$ cat config.mk
export PLATFORM = sky130hd
export DESIGN_NAME = two_ended_shared_stack
export DESIGN_NICKNAME = d
export VERILOG_FILES = /design/src/rtl/tess_pkg.sv /design/src/rtl/tess_ram.sv /design/src/rtl/two_ended_shared_stack.sv
export SDC_FILE = /design/constraint.sdc
export NUM_CORES = 1
export LEC_CHECK = 0
export BUFFER_PORTS_ARGS = -buffer_cell sky130_fd_sc_hd__buf_2
export CORE_MARGIN = 2
export CORE_UTILIZATION = 44
export DETAILED_ROUTE_END_ITERATION = 10
export HOLD_SLACK_MARGIN = 0.02
export SLEW_MARGIN = 0
export SYNTH_ARGS = -nofsm -noshare
export SYNTH_HDL_FRONTEND = slang
export SYNTH_SLANG_ARGS = --single-unit
$ cat constraint.sdc
create_clock -name aclk -period 5.1 [get_ports aclk]
set_input_delay 0 -clock aclk [delete_from_list [all_inputs] [get_ports aclk]]
set_output_delay 0 -clock aclk [all_outputs]
set_load 0.02 [all_outputs]
$ cat src/rtl/tess_pkg.sv
// Package for the two-ended shared stack: operation and status codes,
// the sequencer state type and the underflow word.
// No dependencies.
`timescale 1ns / 1ps

package tess_pkg;

    typedef enum logic [2:0] {
        FUNC_PUSH_A = 3'd0,
        FUNC_PUSH_B = 3'd1,
        FUNC_POP_A  = 3'd2,
        FUNC_POP_B  = 3'd3,
        FUNC_DUMP_A = 3'd4,
        FUNC_DUMP_B = 3'd5
    } func_t;

    typedef enum logic [1:0] {
        STATUS_OK        = 2'd0,
        STATUS_OVERFLOW  = 2'd1,
        STATUS_UNDERFLOW = 2'd2,
        STATUS_EMPTY     = 2'd3
    } status_t;

    typedef enum logic {
        ST_IDLE = 1'b0,
        ST_READ = 1'b1
    } state_t;

    localparam logic signed [31:0] UNDERFLOW_WORD = -32'sd999;
    localparam int WORD_W = 32;

endpackage

$ cat src/rtl/tess_ram.sv
// Single-port-write, single-port-read synchronous memory holding both stacks.
// Read data is registered and appears in the cycle after the read request.
// Depends on tess_pkg for the word width.
`timescale 1ns / 1ps

module tess_ram #(
    parameter int DEPTH = 16,
    parameter int AW    = 4
) (
    input  logic                               aclk,
    input  logic                               wr_en,
    input  logic [AW-1:0]                      wr_addr,
    input  logic signed [tess_pkg::WORD_W-1:0] wr_data,
    input  logic                               rd_en,
    input  logic [AW-1:0]                      rd_addr,
    output logic signed [tess_pkg::WORD_W-1:0] rd_data
);
    import tess_pkg::*;

    logic signed [WORD_W-1:0] mem [DEPTH];
    logic signed [WORD_W-1:0] rd_data_reg;

    always_ff @(posedge aclk) begin
        if (wr_en) begin
            mem[wr_addr] <= wr_data;
        end
    end

    always_ff @(posedge aclk) begin
        if (rd_en) begin
            rd_data_reg <= mem[rd_addr];
        end
    end

    assign rd_data = rd_data_reg;

endmodule

$ cat src/rtl/two_ended_shared_stack.sv
// Top level of the two-ended shared stack: request decoding, stack counters,
// read sequencer for pops and dumps, and the result register.
// Depends on tess_pkg and tess_ram.
//
//  channel | ports                              | direction | handshake
//  --------+------------------------------------+-----------+-----------------
//  request | s_func, s_push_value               | in        | s_valid/s_ready
//  result  | m_data_word, m_status, m_last      | out       | m_valid/m_ready
//
// A push, an overflow, an underflow or an empty dump is registered at the edge
// that accepts the request; a pop first reads the memory and registers the word
// from the read data in ST_READ. A dump makes one memory read per word, during
// which no request is taken. ST_READ waits while m_ready is low on a held result.
// Reset (synchronous, aresetn low) empties both stacks; no clearing pass.
`timescale 1ns / 1ps

module two_ended_shared_stack #(
    parameter int DEPTH = 16
) (
    input  logic                               aclk,
    input  logic                               aresetn,
    input  logic                               s_valid,
    output logic                               s_ready,
    input  logic [2:0]                         s_func,
    input  logic signed [tess_pkg::WORD_W-1:0] s_push_value,
    output logic                               m_valid,
    input  logic                               m_ready,
    output logic signed [tess_pkg::WORD_W-1:0] m_data_word,
    output logic [1:0]                         m_status,
    output logic                               m_last
);
    import tess_pkg::*;

    localparam int AW = (DEPTH > 1) ? $clog2(DEPTH) : 1;
    localparam int CW = $clog2(DEPTH + 1);
    localparam logic [CW-1:0] DEPTH_C = CW'(DEPTH);
    localparam logic [AW-1:0] TOP_ADDR = AW'(DEPTH - 1);

    state_t state_reg, state_next;
    logic [CW-1:0] count_a_reg, count_a_next;
    logic [CW-1:0] count_b_reg, count_b_next;
    logic [AW-1:0] ptr_reg, ptr_next;
    logic          up_reg, up_next;
    logic          single_reg, single_next;

    logic                     m_valid_reg, m_valid_next;
    logic signed [WORD_W-1:0] m_data_reg, m_data_next;
    logic [1:0]               m_status_reg, m_status_next;
    logic                     m_last_reg, m_last_next;

    logic              out_free;
    logic              accept;
    logic              full;
    logic              wr_en;
    logic [AW-1:0]     wr_addr;
    logic              rd_en;
    logic [AW-1:0]     rd_addr;
    logic signed [WORD_W-1:0] rd_data;
    logic              final_word;
    logic [CW:0]       fill_sum;

    tess_ram #(
        .DEPTH (DEPTH),
        .AW    (AW)
    ) u_ram (
        .aclk    (aclk),
        .wr_en   (wr_en),
        .wr_addr (wr_addr),
        .wr_data (s_push_value),
        .rd_en   (rd_en),
        .rd_addr (rd_addr),
        .rd_data (rd_data)
    );

    assign out_free = !m_valid_reg || m_ready;
    assign s_ready  = (state_reg == ST_IDLE) && out_free;
    assign accept   = s_valid && s_ready;
    assign fill_sum = {1'b0, count_a_reg} + {1'b0, count_b_reg};
    assign full     = fill_sum >= {1'b0, DEPTH_C};
    assign final_word = single_reg || (up_reg ? (ptr_reg == TOP_ADDR) : (ptr_reg == '0));

    always_ff @(posedge aclk) begin
        if (!aresetn) begin
            state_reg   <= ST_IDLE;
            count_a_reg <= '0;
            count_b_reg <= '0;
            m_valid_reg <= 1'b0;
        end else begin
            state_reg   <= state_next;
            count_a_reg <= count_a_next;
            count_b_reg <= count_b_next;
            m_valid_reg <= m_valid_next;
        end
    end

    always_ff @(posedge aclk) begin
        ptr_reg      <= ptr_next;
        up_reg       <= up_next;
        single_reg   <= single_next;
        m_data_reg   <= m_data_next;
        m_status_reg <= m_status_next;
        m_last_reg   <= m_last_next;
    end

    always_comb begin
        state_next    = state_reg;
        count_a_next  = count_a_reg;
        count_b_next  = count_b_reg;
        ptr_next      = ptr_reg;
        up_next       = up_reg;
        single_next   = single_reg;
        m_valid_next  = m_valid_reg && !m_ready;
        m_data_next   = m_data_reg;
        m_status_next = m_status_reg;
        m_last_next   = m_last_reg;
        wr_en         = 1'b0;
        wr_addr       = '0;
        rd_en         = 1'b0;
        rd_addr       = '0;

        unique case (state_reg)
            ST_IDLE: begin
                if (accept) begin
                    // Every immediate answer is a single result with last set.
                    m_data_next = '0;
                    m_last_next = 1'b1;
                    unique case (s_func)
                        FUNC_PUSH_A, FUNC_PUSH_B: begin
                            m_valid_next = 1'b1;
                            if (full) begin
                                m_status_next = STATUS_OVERFLOW;
                            end else begin
                                m_status_next = STATUS_OK;
                                wr_en = 1'b1;
                                if (s_func == FUNC_PUSH_A) begin
                                    wr_addr      = count_a_reg[AW-1:0];
                                    count_a_next = count_a_reg + 1'b1;
                                end else begin
                                    wr_addr      = AW'(DEPTH_C - count_b_reg - 1'b1);
                                    count_b_next = count_b_reg + 1'b1;
                                end
                            end
                        end
                        FUNC_POP_A, FUNC_DUMP_A: begin
                            if (count_a_reg == '0) begin
                                m_valid_next  = 1'b1;
                                m_data_next   = (s_func == FUNC_POP_A) ? UNDERFLOW_WORD : '0;
                                m_status_next = (s_func == FUNC_POP_A) ? STATUS_UNDERFLOW
                                                                       : STATUS_EMPTY;
                            end else begin
                                rd_en       = 1'b1;
                                rd_addr     = AW'(count_a_reg - 1'b1);
                                ptr_next    = rd_addr;
                                up_next     = 1'b0;
                                single_next = (s_func == FUNC_POP_A);
                                state_next  = ST_READ;
                                if (s_func == FUNC_POP_A) begin
                                    count_a_next = count_a_reg - 1'b1;
                                end
                            end
                        end
                        FUNC_POP_B, FUNC_DUMP_B: begin
                            if (count_b_reg == '0) begin
                                m_valid_next  = 1'b1;
                                m_data_next   = (s_func == FUNC_POP_B) ? UNDERFLOW_WORD : '0;
                                m_status_next = (s_func == FUNC_POP_B) ? STATUS_UNDERFLOW
                                                                       : STATUS_EMPTY;
                            end else begin
                                rd_en       = 1'b1;
                                rd_addr     = AW'(DEPTH_C - count_b_reg);
                                ptr_next    = rd_addr;
                                up_next     = 1'b1;
                                single_next = (s_func == FUNC_POP_B);
                                state_next  = ST_READ;
                                if (s_func == FUNC_POP_B) begin
                                    count_b_next = count_b_reg - 1'b1;
                                end
                            end
                        end
                        default: begin
                            // Unused codes are taken and dropped without a result.
                        end
                    endcase
                end
            end
            ST_READ: begin
                // The read data register holds its word until the result slot
                // frees, because no new read is issued meanwhile.
                if (out_free) begin
                    m_valid_next  = 1'b1;
                    m_data_next   = rd_data;
                    m_status_next = STATUS_OK;
                    m_last_next   = final_word;
                    if (final_word) begin
                        state_next = ST_IDLE;
                    end else begin
                        ptr_next = up_reg ? (ptr_reg + 1'b1) : (ptr_reg - 1'b1);
                        rd_en    = 1'b1;
                        rd_addr  = ptr_next;
                    end
                end
            end
            default: begin
                state_next = ST_IDLE;
            end
        endcase
    end

    assign m_valid     = m_valid_reg;
    assign m_data_word = m_data_reg;
    assign m_status    = m_status_reg;
    assign m_last      = m_last_reg;

endmodule
==> summary.md <==
| Metric | Value |
|---|---|
| WP data required | `5.43 ns` |
| Via count | `15964` |
| First-pass GRT wire length | `approximately 100 mm` |
| Most used cell, CP | `or3_1` |
| Post-Synthesis Cells | `around 1800` |
| Largest net degree at the start of global routing | `~110` |
| Layout cells sized above 1 | `a little over an eighth` |
| Startpoint type of the worst setup path | `register` |
| Root buf cell | `clkbuf_16` |
| Clk Latency, worst-skew pair | `0.64 ns` |
| Worst Skew | `around 0.019 ns` |
| GRT overflow | `0` |
| Dominant synthesized flop cell | `edfxtp_1` |
| CP cell instances | `ha_1, a31o_2, a21oi_1, o21ai_0, or3_1, or3_1, nor2_4, buf_4` |
| Worst-Margin Slew | `approximately 1.0 ns` |
| Post-Route WL | `about 66 mm` |
| Crit Path Max Fanout | `25` |
| Net Sw Power | `between 2 and 2.5 mW` |
| Max reg flops | `slightly above 500` |
| First-pass iteration count of the detailed router | `8` |
| Critical-path top delay cell | `nor2_4` |
| Worst IR Drop VDD | `about 0.33 mV` |
| LEAKAGE | `10.1 nW` |
| CP arrival | `around 4.3 ns` |
| Vias in the first global route | `~16000` |
| Post-synthesis compound-gate area fraction | `between 10% and 20%` |
| Adder-Cell Fraction of Synth Area | `less than 1%` |
| Register share of total power | `between 50% and 60%` |
| Rel. slew slack | `31.3%` |
| Setup TNS | `0 ns` |
| Xor-xnor portion of the synthesized cell area | `less than 1%` |
| Nets@finish | `1882` |
| Outcome | `completed` |
| Diode count | `0` |
| Slew Limit Fails | `0` |
| Internal Dissipation | `around 8.1 mW` |
| Dpl hpwl | `approximately 37 mm` |
| Post-CTS Resized | `0` |
| Drt drc | `0` |
| Core Region | `56500 um^2` |
| FF-to-FF setup slack | `between 1 and 1.5 ns` |
| Area of the mapped netlist | `around 25000 um^2` |
| Final ANT Viol Nets | `0` |
| Number of synthesized flops with an enable pin | `585` |
| Overall Global Routing Usage | `between 20 and 25%` |
| Setup WS post-layout | `1.15 ns` |
| Final setup violation count | `0` |
| Port bufs | `75` |
| Die Area | `between 50000 and 60000 um^2` |
| Maxcap violations | `0` |
| Seq cells post-synth | `about 600` |
| Largest family of logic cells by synthesized area | `compound AO/OA/AOI/OAI gates` |
| Sw Share | `23.2%` |
| Clock power share | `about two fifths` |
| Die Ht | `around 240 um` |
| Seq/Total Area, Yosys | `70.6%` |
| H-tree lvl count | `2` |
| Fin. Hold Viols | `0` |
| Cell row count | `between 80 and 90` |
| Clock buffer depth | `3` |
| Crit. End Element | `register` |
| Initial antenna violation count | `0` |
| Area delta synth->final | `14.3%` |
| DRT iter0 DRCs | `~1500` |
| Ys async rst share | `0%` |
| CTS tree | `yes` |
| Synth warn | `0` |
| CTS Buf Count | `60` |
| Die width | `roughly 240 um` |
| RSZ-0062 raised after global routing | `no` |
| Crit path largest cell delay | `between 0.7 and 0.8 ns` |
| Final GP Congestion | `0.850` |
| Setup WS pre-CTS | `1.14 ns` |
| Hold crit path type | `in -> reg` |
| Number of I/O pins | `76` |
| Combinational power share | `7.3%` |
| Post-Synth Simple-Gate Area | `around 7.9%` |
| Avg Cell Area, Syn | `14.4 um^2` |
| Final worst path period share | `77.5%` |
| Syn nets | `~1800` |
| Mux share of post-synthesis cell area | `between 3 and 4%` |
| Vias/cell | `approximately 6` |
| Clk slew on worst S/H paths | `~0.060 ns` |
| Critical path class | `reg -> reg` |
| Yosys cell types | `64` |
| FMAX | `0.253 GHz` |
| Power Density | `365 nW/um^2` |
| Minimum clock period | `roughly 4.0 ns` |
| Starting density of the core | `44.6%` |
| Clk sink count | `597` |
| DR WL/cell | `between 20 and 30 um` |
[repair_timing]
| item | in CTS | in global routing |
|---|---|---|
| endpoints found under the hold margin | 530 | 0 |
| hold buffers | 39 | 0 |
| buffers inserted | 0 | 0 |
[final timing paths]
| kind | startpoint | end | cells after the start |
|---|---|---|---|
| worst max-delay path | count_a_reg[1] | u_ram.mem[5][19] | 8 |
| worst min-delay path | s_push_value[10] | u_ram.mem[3][10] | 2 |
| worst max register to register | count_a_reg[1] | u_ram.mem[5][19] | 8 |
| worst min register to register | u_ram.rd_data[1] | m_data_word[1] | 1 |
[cells in the final DEF (no fill, tap or decap), drive strengths merged, types with 30 or more instances in the layout]
cell         count
edfxtp         585
clkinv          31
nand2          135
a21oi           78
and3            65
a211oi          66
dlygate4sd3     39
o21ai           40
clkbuf          73
or3             37
buf            123
nor2            30
inv             49
o211ai          96
mux2i          100
o311ai          32
nand3           67
a221oi          64
o32ai           34
[synth_stat cells, types with 5 or more instances]
cell,instances,area (um^2)
a21oi_1,78,390
xnor2_1,12,105
o32ai_1,34,298
mux2i_1,100,1000
or3_1,36,225
o311ai_0,32,280
nor3_1,13,65.1
o21ai_0,39,195
nand3_1,67,335
nand2_1,135,507
buf_2,30,150
buf_1,5,18.8
edfxtp_1,585,17600
a211oi_1,66,495
nand2b_1,5,31.3
a221oi_1,64,561
nor2_1,29,109
xor2_1,5,43.8
o211ai_1,96,721
and3_1,65,407
buf_6,8,90.1
ha_1,13,163
inv_1,46,173
dfxtp_1,12,240
clkbuf_1,107,402
and2_1,13,81.3
[cell type report]
| cell class | count | area (um^2) |
|---|---|---|
| Clock inverter | 39 | 292 |
| Timing Repair Buffer | 162 | 1280 |
| Inverter | 48 | 180 |
| Multi-Input combinational cell | 959 | 6760 |
| Fill cell | 4760 | 27700 |
| Sequential cell | 597 | 17800 |
| Clock buffer | 73 | 1550 |
| Tap cell | 756 | 946 |
[per-layer routing]
layer / track usage, % / vias up / wire [um]
li1: - / 7099 / -
met1: 30.0 / 8215 / 28800
met2: 36.6 / 525 / 31800
met3: 2.85 / 125 / 3440
met4: 7.51 / 0 / 1940
met5: 0 / - / 0
[metrics by stage]
| step | cells | instance area, um^2 | power (mW) | util, % | hold slack, ns |
|---|---|---|---|---|---|
| 6_report | 2634 | 28800 | 10.5 | 51.0 | 0.289 |
| 5_1_grt | 2634 | 28800 | 10.8 | 51.0 | 0.282 |
| 4_1_cts | 2634 | 28800 | 10.6 | 51.0 | 0.256 |
| 3_5_place_dp | 2483 | 26600 | 6.41 | 47.0 | 0.369 |
| 3_3_place_gp | 2483 | 26600 | 6.40 | 47.0 | 0.358 |
| 2_1_floorplan | 1756 | 25200 | 6.09 | - | 0.0989 |
[cell families (layout without fill, tap and decap cells)]
family          Yosys count  count (layout)
flops                   597             597
compound gates          436             436
simple gates            389             389
buf+inv                 200             322
mux                     100             100
xor+xnor                 19              19
fa+ha+maj                15              15
[power groups by stage]
stage / Combinational, mW / Clock (mW) / Sequential [mW]
after CTS: 0.764 / 4.25 / 5.57
after floorplan: 0.395 / 0 / 5.70
after global routing: 0.824 / 4.43 / 5.58
after global placement: 0.725 / 0 / 5.67
final: 0.763 / 4.17 / 5.57
after detailed placement: 0.734 / 0 / 5.67
[worst max-delay path, delay by kind of cell (launching register included)]
family | cells | cell delay (ns)
AOI/OAI and AO/OA | 3 | 0.58
adders and majority gates | 1 | 0.30
DFF | 1 | 0.54
and+or+nand+nor | 3 | 1.90
buffers and inverters | 1 | 0.30
(Power assumes the default switching activity.)
